### src/bol_pkg.sv
// Shared types and codes for the bounded ordered list unit.
// Used by the controller, the datapath and the top level; depends on nothing.
`timescale 1ns / 1ps

package bol_pkg;

  // Requested operation.
  typedef enum logic [1:0] {
    OP_APPEND    = 2'd0,
    OP_REM_FRONT = 2'd1,
    OP_REM_TAIL  = 2'd2,
    OP_REM_MATCH = 2'd3
  } op_e;

  // Result status.
  typedef enum logic [1:0] {
    ST_OK        = 2'd0,
    ST_EMPTY     = 2'd1,
    ST_FULL      = 2'd2,
    ST_NOT_FOUND = 2'd3
  } status_e;

  // Controller states.
  typedef enum logic [1:0] {
    S_IDLE  = 2'd0,
    S_TAIL  = 2'd1,
    S_SCAN  = 2'd2,
    S_SHIFT = 2'd3
  } state_e;

  // Memory read address selection.
  typedef enum logic [1:0] {
    RD_TAIL  = 2'd0,
    RD_ZERO  = 2'd1,
    RD_NEXT  = 2'd2,
    RD_NEXT2 = 2'd3
  } rd_sel_e;

  // Walk index update.
  typedef enum logic [1:0] {
    IDX_HOLD = 2'd0,
    IDX_CLR  = 2'd1,
    IDX_INC  = 2'd2
  } idx_op_e;

  // Source of the removed value in a result beat.
  typedef enum logic [1:0] {
    RES_ZERO  = 2'd0,
    RES_RD    = 2'd1,
    RES_SAVED = 2'd2
  } res_sel_e;

  // Commands from the controller to the datapath.
  typedef struct packed {
    logic     load;
    logic     rd_en;
    rd_sel_e  rd_sel;
    idx_op_e  idx_op;
    logic     wr_append;
    logic     wr_shift;
    logic     cap_saved;
    logic     used_inc;
    logic     used_dec;
    logic     resp;
    status_e  resp_status;
    res_sel_e res_sel;
  } dp_cmd_t;

  // Status from the datapath to the controller.
  typedef struct packed {
    logic full;
    logic empty;
    logic match;
    logic last;
  } dp_stat_t;

endpackage

### src/bol_datapath.sv
// Datapath of the bounded ordered list unit: element memory, count, walk index
// and result registers. Depends on bol_pkg for the command and status structs.
`timescale 1ns / 1ps

module bol_datapath #(
  parameter int unsigned DEPTH = 16,
  localparam int unsigned AW = $clog2(DEPTH),
  localparam int unsigned CW = $clog2(DEPTH + 1)
) (
  input  logic               clk_i,
  input  logic               rst_ni,
  input  bol_pkg::dp_cmd_t   cmd_i,
  input  logic [31:0]        value_i,
  output bol_pkg::dp_stat_t  stat_o,
  output logic               valid_o,
  output logic [1:0]         status_o,
  output logic [31:0]        removed_value_o,
  output logic [CW-1:0]      count_o
);

  logic [31:0]      mem_q [DEPTH];
  logic [31:0]      rd_q;
  logic [31:0]      val_q;
  logic [31:0]      saved_q;
  logic [AW-1:0]    idx_q;
  logic [AW-1:0]    idx_d;
  logic [CW-1:0]    used_q;
  logic [CW-1:0]    used_d;
  logic [CW-1:0]    idx_next;
  logic [AW-1:0]    rd_addr;
  logic             valid_q;
  bol_pkg::status_e status_q;
  logic [31:0]      removed_q;
  logic [CW-1:0]    count_q;

  // Position after the current one, wide enough to compare with the count.
  assign idx_next = CW'(idx_q) + CW'(1);

  // Read address for the next beat of memory data.
  always_comb begin
    unique case (cmd_i.rd_sel)
      bol_pkg::RD_TAIL:  rd_addr = AW'(used_q - CW'(1));
      bol_pkg::RD_ZERO:  rd_addr = '0;
      bol_pkg::RD_NEXT:  rd_addr = idx_q + AW'(1);
      bol_pkg::RD_NEXT2: rd_addr = idx_q + AW'(2);
      default:           rd_addr = '0;
    endcase
  end

  // Element memory: one write port and one registered read port.
  always_ff @(posedge clk_i) begin
    if (cmd_i.wr_append) begin
      mem_q[AW'(used_q)] <= value_i;
    end else if (cmd_i.wr_shift) begin
      mem_q[idx_q] <= rd_q;
    end
    if (cmd_i.rd_en) begin
      rd_q <= mem_q[rd_addr];
    end
  end

  // Search key and the value found for removal.
  always_ff @(posedge clk_i) begin
    if (cmd_i.load) begin
      val_q <= value_i;
    end
    if (cmd_i.cap_saved) begin
      saved_q <= rd_q;
    end
  end

  // Walk index and element count.
  always_comb begin
    unique case (cmd_i.idx_op)
      bol_pkg::IDX_CLR: idx_d = '0;
      bol_pkg::IDX_INC: idx_d = idx_q + AW'(1);
      default:          idx_d = idx_q;
    endcase
    used_d = used_q;
    if (cmd_i.used_inc) begin
      used_d = used_q + CW'(1);
    end else if (cmd_i.used_dec) begin
      used_d = used_q - CW'(1);
    end
  end

  always_ff @(posedge clk_i or negedge rst_ni) begin
    if (!rst_ni) begin
      idx_q  <= '0;
      used_q <= '0;
    end else begin
      idx_q  <= idx_d;
      used_q <= used_d;
    end
  end

  // Result registers; the strobe is control, the payload needs no reset.
  always_ff @(posedge clk_i or negedge rst_ni) begin
    if (!rst_ni) begin
      valid_q <= 1'b0;
    end else begin
      valid_q <= cmd_i.resp;
    end
  end

  always_ff @(posedge clk_i) begin
    if (cmd_i.resp) begin
      status_q <= cmd_i.resp_status;
      count_q  <= used_d;
      case (cmd_i.res_sel)
        bol_pkg::RES_RD:    removed_q <= rd_q;
        bol_pkg::RES_SAVED: removed_q <= saved_q;
        default:            removed_q <= '0;
      endcase
    end
  end

  // Status towards the controller.
  assign stat_o.full  = (used_q == CW'(DEPTH));
  assign stat_o.empty = (used_q == '0);
  assign stat_o.match = (rd_q == val_q);
  assign stat_o.last  = (idx_next == used_q);

  assign valid_o         = valid_q;
  assign status_o        = status_q;
  assign removed_value_o = removed_q;
  assign count_o         = count_q;

endmodule

### src/bol_ctrl.sv
// Controller of the bounded ordered list unit: sequences appends, tail reads,
// the search walk and the gap-closing shift. Depends on bol_pkg.
`timescale 1ns / 1ps

module bol_ctrl (
  input  logic              clk_i,
  input  logic              rst_ni,
  input  logic              start,
  input  logic [1:0]        operation_i,
  input  bol_pkg::dp_stat_t stat_i,
  output logic              busy,
  output bol_pkg::dp_cmd_t  cmd_o
);

  bol_pkg::state_e state_q;
  bol_pkg::state_e state_d;
  bol_pkg::op_e    op_q;
  bol_pkg::op_e    op_in;
  logic            accept;
  logic            hit;

  assign op_in  = bol_pkg::op_e'(operation_i);
  assign accept = start && (state_q == bol_pkg::S_IDLE);
  // The front removal takes the first element it sees.
  assign hit    = (op_q == bol_pkg::OP_REM_FRONT) || stat_i.match;

  // State and latched operation.
  always_ff @(posedge clk_i or negedge rst_ni) begin
    if (!rst_ni) begin
      state_q <= bol_pkg::S_IDLE;
      op_q    <= bol_pkg::OP_APPEND;
    end else begin
      state_q <= state_d;
      if (accept) begin
        op_q <= op_in;
      end
    end
  end

  // Next state.
  always_comb begin
    state_d = state_q;
    unique case (state_q)
      bol_pkg::S_IDLE: begin
        if (accept && (op_in != bol_pkg::OP_APPEND) && !stat_i.empty) begin
          if (op_in == bol_pkg::OP_REM_TAIL) begin
            state_d = bol_pkg::S_TAIL;
          end else begin
            state_d = bol_pkg::S_SCAN;
          end
        end
      end
      bol_pkg::S_TAIL: begin
        state_d = bol_pkg::S_IDLE;
      end
      bol_pkg::S_SCAN: begin
        if (hit) begin
          state_d = bol_pkg::S_SHIFT;
        end else if (stat_i.last) begin
          state_d = bol_pkg::S_IDLE;
        end
      end
      bol_pkg::S_SHIFT: begin
        if (stat_i.last) begin
          state_d = bol_pkg::S_IDLE;
        end
      end
      default: state_d = bol_pkg::S_IDLE;
    endcase
  end

  // Datapath commands.
  always_comb begin
    cmd_o             = '0;
    cmd_o.rd_sel      = bol_pkg::RD_ZERO;
    cmd_o.idx_op      = bol_pkg::IDX_HOLD;
    cmd_o.resp_status = bol_pkg::ST_OK;
    cmd_o.res_sel     = bol_pkg::RES_ZERO;
    cmd_o.load        = accept;
    unique case (state_q)
      bol_pkg::S_IDLE: begin
        if (accept) begin
          if (op_in == bol_pkg::OP_APPEND) begin
            cmd_o.resp = 1'b1;
            if (stat_i.full) begin
              cmd_o.resp_status = bol_pkg::ST_FULL;
            end else begin
              cmd_o.wr_append = 1'b1;
              cmd_o.used_inc  = 1'b1;
            end
          end else if (stat_i.empty) begin
            cmd_o.resp        = 1'b1;
            cmd_o.resp_status = bol_pkg::ST_EMPTY;
          end else if (op_in == bol_pkg::OP_REM_TAIL) begin
            cmd_o.rd_en  = 1'b1;
            cmd_o.rd_sel = bol_pkg::RD_TAIL;
          end else begin
            cmd_o.rd_en  = 1'b1;
            cmd_o.rd_sel = bol_pkg::RD_ZERO;
            cmd_o.idx_op = bol_pkg::IDX_CLR;
          end
        end
      end
      bol_pkg::S_TAIL: begin
        cmd_o.used_dec = 1'b1;
        cmd_o.resp     = 1'b1;
        cmd_o.res_sel  = bol_pkg::RES_RD;
      end
      bol_pkg::S_SCAN: begin
        if (hit) begin
          cmd_o.cap_saved = 1'b1;
          cmd_o.rd_en     = 1'b1;
          cmd_o.rd_sel    = bol_pkg::RD_NEXT;
        end else if (stat_i.last) begin
          cmd_o.resp        = 1'b1;
          cmd_o.resp_status = bol_pkg::ST_NOT_FOUND;
        end else begin
          cmd_o.rd_en  = 1'b1;
          cmd_o.rd_sel = bol_pkg::RD_NEXT;
          cmd_o.idx_op = bol_pkg::IDX_INC;
        end
      end
      bol_pkg::S_SHIFT: begin
        if (stat_i.last) begin
          cmd_o.used_dec = 1'b1;
          cmd_o.resp     = 1'b1;
          cmd_o.res_sel  = bol_pkg::RES_SAVED;
        end else begin
          cmd_o.wr_shift = 1'b1;
          cmd_o.idx_op   = bol_pkg::IDX_INC;
          cmd_o.rd_en    = 1'b1;
          cmd_o.rd_sel   = bol_pkg::RD_NEXT2;
        end
      end
      default: begin
        cmd_o.load = 1'b0;
      end
    endcase
  end

  assign busy = (state_q != bol_pkg::S_IDLE);

endmodule

### src/bounded_ordered_list_unit.sv
// Bounded ordered list unit. An append or any refused request is answered
// without leaving idle; a tail removal first reads the tail entry; a search
// walks the entries from the front, one entry a cycle, and stops at the last on
// a miss; a front or by-value removal then shifts the later entries over the gap.
// busy is low again in the cycle of the result beat; the receiver cannot stall.
// Reset empties the list at once; element contents stay undefined until written.
`timescale 1ns / 1ps

module bounded_ordered_list_unit #(
  parameter int unsigned DEPTH = 16,
  localparam int unsigned CW = $clog2(DEPTH + 1)
) (
  input  logic          clk_i,
  input  logic          rst_ni,
  input  logic          start,
  output logic          busy,
  input  logic [1:0]    operation_i,
  input  logic [31:0]   value_i,
  output logic          valid_o,
  output logic [1:0]    status_o,
  output logic [31:0]   removed_value_o,
  output logic [CW-1:0] count_o
);

  bol_pkg::dp_cmd_t  cmd;
  bol_pkg::dp_stat_t stat;

  // Sequencer.
  bol_ctrl u_ctrl (
    .clk_i       (clk_i),
    .rst_ni      (rst_ni),
    .start       (start),
    .operation_i (operation_i),
    .stat_i      (stat),
    .busy        (busy),
    .cmd_o       (cmd)
  );

  // Storage and result registers.
  bol_datapath #(
    .DEPTH (DEPTH)
  ) u_datapath (
    .clk_i           (clk_i),
    .rst_ni          (rst_ni),
    .cmd_i           (cmd),
    .value_i         (value_i),
    .stat_o          (stat),
    .valid_o         (valid_o),
    .status_o        (status_o),
    .removed_value_o (removed_value_o),
    .count_o         (count_o)
  );

  // Every result beat is issued as the controller returns to idle.
  a_valid_not_busy : assert property (@(posedge clk_i) disable iff (!rst_ni)
    valid_o |-> !busy)
    else $error("result beat while busy");

  // The count never exceeds the capacity.
  a_count_bound : assert property (@(posedge clk_i) disable iff (!rst_ni)
    valid_o |-> (count_o <= CW'(DEPTH)))
    else $error("count beyond capacity");

  // A refused append is only reported on a full list.
  a_full_count : assert property (@(posedge clk_i) disable iff (!rst_ni)
    (valid_o && (status_o == bol_pkg::ST_FULL)) |-> (count_o == CW'(DEPTH)))
    else $error("full status with spare room");

  // An empty report carries a zero count and no removed value.
  a_empty_result : assert property (@(posedge clk_i) disable iff (!rst_ni)
    (valid_o && (status_o == bol_pkg::ST_EMPTY)) |->
      ((count_o == '0) && (removed_value_o == '0)))
    else $error("empty status on a non-empty list");

  // An accepted append leaves the unit free, with its result beat, in the next cycle.
  a_append_quick : assert property (@(posedge clk_i) disable iff (!rst_ni)
    (start && !busy && (operation_i == bol_pkg::OP_APPEND)) |=> (valid_o && !busy))
    else $error("append did not complete in one cycle");

endmodule
### config.mk
export PLATFORM = sky130hd
export DESIGN_NAME = bounded_ordered_list_unit
export DESIGN_NICKNAME = d
export VERILOG_FILES = /design/src/bol_pkg.sv /design/src/bol_datapath.sv /design/src/bol_ctrl.sv /design/src/bounded_ordered_list_unit.sv
export SDC_FILE = /design/constraint.sdc
export NUM_CORES = 1
export LEC_CHECK = 0
export BUFFER_PORTS_ARGS = -buffer_cell sky130_fd_sc_hd__buf_2
export CAP_MARGIN = 5
export CORE_AREA = 10 10 231 233
export DETAILED_ROUTE_END_ITERATION = 12
export DIE_AREA = 0 0 241 243
export PLACE_DENSITY = 0.71
export SLEW_MARGIN = 20
export SYNTH_ARGS = -nofsm -noshare
export SYNTH_HDL_FRONTEND = slang
export SYNTH_SLANG_ARGS = --single-unit
### constraint.sdc
create_clock -name clk_i -period 5.7 [get_ports clk_i]
set_input_delay 0.285 -clock clk_i [delete_from_list [all_inputs] [get_ports clk_i]]
set_output_delay 0.285 -clock clk_i [all_outputs]
set_load 0.02 [all_outputs]
==> run metrics <==
synth-to-layout area growth=14.0%; Power Dens Cells=~600 nW/um2; Horiz. Die Dim=241 um; Max clock buf depth=3; Num CTS Buffers=60; nets@finish=around 1,900; clk sinks=roughly 660; Die Area=between 50,000 and 60,000 um2; Cells after Synth=~1,700; synthesis-stage register bit count=661; initial DRC count=between 1,500 and 2,000; # diodes=0; CP Launch Type=flip-flop; Synth async-reset ratio=0.0212; crit-path max FO=between 150 and 200; # H-tree levels=2; CTS tree=built; Synth Flop Type=edfxtp_1; status=completed; P_sw=approximately 6800 uW; share of total power in the clock network=0.221; Netlist Area Pre-Place=about 26,000 um2; Hold WS=0.0546 ns; largest net degree at the start of global routing=between 150 and 200; wire per inst=~26 um; Setup violations, final=0; I/O Buffers=77; syn nets=1,779; Initial Util=0.543; clock-pin slew on the worst setup and hold paths=approximately 0.07 ns; worst slack, placed=1.09 ns; layout cell share with drive strength beyond 1=0.139; antenna-violating nets left=0; hpwl dp=36,700 um; clock latency on the worst-skew pair=about 0.64 ns; Yosys Warn Count=0; Max Transition Viols Final=0; Pint=about 11,000 uW; FMAX=roughly 210 MHz; Mean Syn Cell Area=between 15 and 20 um2; Final period util=0.835; area fraction of the dominant cell type after synthesis=0.735; die height=between 200 and 250 um; leakage=approximately 0.010 uW; FP Rows=approximately 80; total power=roughly 18,000 uW; post-route setup slack=0.941 ns; Clock Tree Root=clkbuf_16; grt total ovfl=0; Setup TNS=0 ns; Slew headroom=0.275; Ports=just under 80; switching share of power=0.370; post-synthesis sequential area ratio=0.748; top cells by area, synth=edfxtp_1 (73%), nand2_1 (4.4%), a211oi_1 (2.8%); final critical-path required period=~4.8 ns; Clock Skews=0.0221 ns; Critical Path AT=5.14 ns; combinational share of power=0.385; Placeable Area=48,600 um2; GRT Overall Usage=0.218; sequential group share of total power=0.393; HP Class=in -> reg; first-pass GRT wire length=between 90,000 and 100,000 um; slew at the pin closest to its max-slew limit=~1.1 ns; commonest non-fill, non-tap cells in the layout=edfxtp_1 (647), nand2_1 (312), a211oi_1 (97); area leader, netlist=edfxtp_1; postcts setup bufs=0; via count=~16,000; Critical Path RT=between 6 and 7 ns; critical path type=reg -> reg; Detailed Route WL=between 60,000 and 70,000 um; RSZ-0062 raised after global routing=false; vias per std cell=~6.2; Worst VDD drop=585 uV; CP endpoint kind=flip-flop; Final Wtd Congestion=between 0.8 and 0.9; post-layout util=0.620; Post-synth EDFFs=647; max cap viols=0; commonest non-fill, non-tap cell in the layout=edfxtp_1; vias in the first global route=about 15,000; drt first pass iters=6; Synth cell types=55; Residual DRC=0; initial antenna violation count=0; Fin. Hold Viols=0
sequential cells by signal, indices dropped and copies added, names as in the netlist:
register and count:
u_datapath.status_o 2, u_datapath.used_q 5, u_datapath.valid_o 1, u_datapath.val_q 32
u_datapath.removed_value_o 32, u_ctrl.state_q 2, u_datapath.mem_q 512, u_ctrl.op_q 2
u_datapath.idx_q 4, u_datapath.rd_q 32, u_datapath.saved_q 32, u_datapath.count_o 5
cell type report:
cell class	count	area [um2]
flip-flops and latches	661	19800
fillers	3410	18500
multi-input cells	958	6340
clock buffers	80	1610
repair buffers	154	1270
well taps	622	778
clock inverters	27	342
inverters	9	33.8
Yosys cell counts, types with 5 or more instances:
cell,number
edfxtp_1,647
nand2_1,312
a211oi_1,97
a31oi_1,70
mux2i_1,64
clkbuf_1,57
and2_1,56
and2_0,40
xor2_1,37
and3_1,35
buf_2,35
a221o_1,32
a22o_1,32
mux2_2,32
o32ai_1,32
nor2_1,31
dfrtp_1,14
o21ai_0,9
nor4_1,8
inv_1,7
buf_4,6
ha_1,6
xnor2_1,6
buf_1,5
nor2b_1,5
nor3_1,5
per-stage QoR:
stage | cell area, um2 | cells
3_5_place_dp | 27900 | 2369
6_report | 30100 | 2511
4_1_cts | 30100 | 2511
5_1_grt | 30100 | 2511
2_1_floorplan | 26400 | 1736
3_3_place_gp | 27800 | 2368
logic make-up (layout without fill, tap and decap cells):
family | count (synthesis) | count (layout) | share of synthesized area
flops | 661 | 661 | 0.748
simple gates | 510 | 510 | 0.0882
compound gates | 302 | 302 | 0.0883
buf+inv | 117 | 270 | 0.0196
mux | 96 | 96 | 0.0379
xor+xnor | 44 | 44 | 0.0151
fa+ha+maj | 6 | 6 | 0.00284
worst paths after layout:
| check | startpoint | end | slack (ns) | cells after the start |
|---|---|---|---|---|
| setup reg to reg | u_datapath.idx_q[0] | u_datapath.rd_q[17] | 0.94 | 12 |
| hold / removal | start | u_ctrl.op_q[1] | 0.05 | 4 |
| setup / recovery | u_datapath.idx_q[0] | u_datapath.rd_q[17] | 0.94 | 12 |
| min in group asynchronous | rst_ni | u_datapath.used_q[3] | 0.10 | 2 |
| hold reg to reg | u_ctrl.op_q[1] | u_ctrl.op_q[1] | 0.51 | 2 |
| max in group asynchronous | rst_ni | u_datapath.used_q[0] | 5.32 | 2 |
power by group through the flow:
stage / clock (uW) / combinational (uW) / sequential (uW)
finish: 4040 / 7030 / 7170
global route: 4270 / 7610 / 7210
CTS: 4070 / 7010 / 7140
detailed placement: 0 / 6960 / 7240
global placement: 0 / 6790 / 7210
floorplan: 0 / 4700 / 7220
critical path: stages, from the launching register on:
cell and delay [ns]:
dfrtp_1 0.56, ha_1 0.35, xor2_1 0.28, a2bb2oi_1 0.13
a211oi_2 0.42, inv_2 0.12, or2_0 0.44, a222oi_1 0.46
buf_4 0.29, buf_12 0.50, mux2_2 0.30, o32ai_1 0.12
a221o_1 0.31
routing by layer:
layer	routed length, um	part of all wire	up-vias	track usage
met5	0	0	-	0
met1	26000	0.40	7849	0.296
li1	-	-	6879	-
met3	5430	0.084	139	0.0374
met2	31000	0.48	746	0.349
met4	2230	0.034	0	0.0788
what timing repair did:
action                    4_1_cts  5_1_grt
hold endpoints to repair       49        0
gates resized for setup         0        0
hold buffers                   35        0
Power figures use the tool's default switching activity.
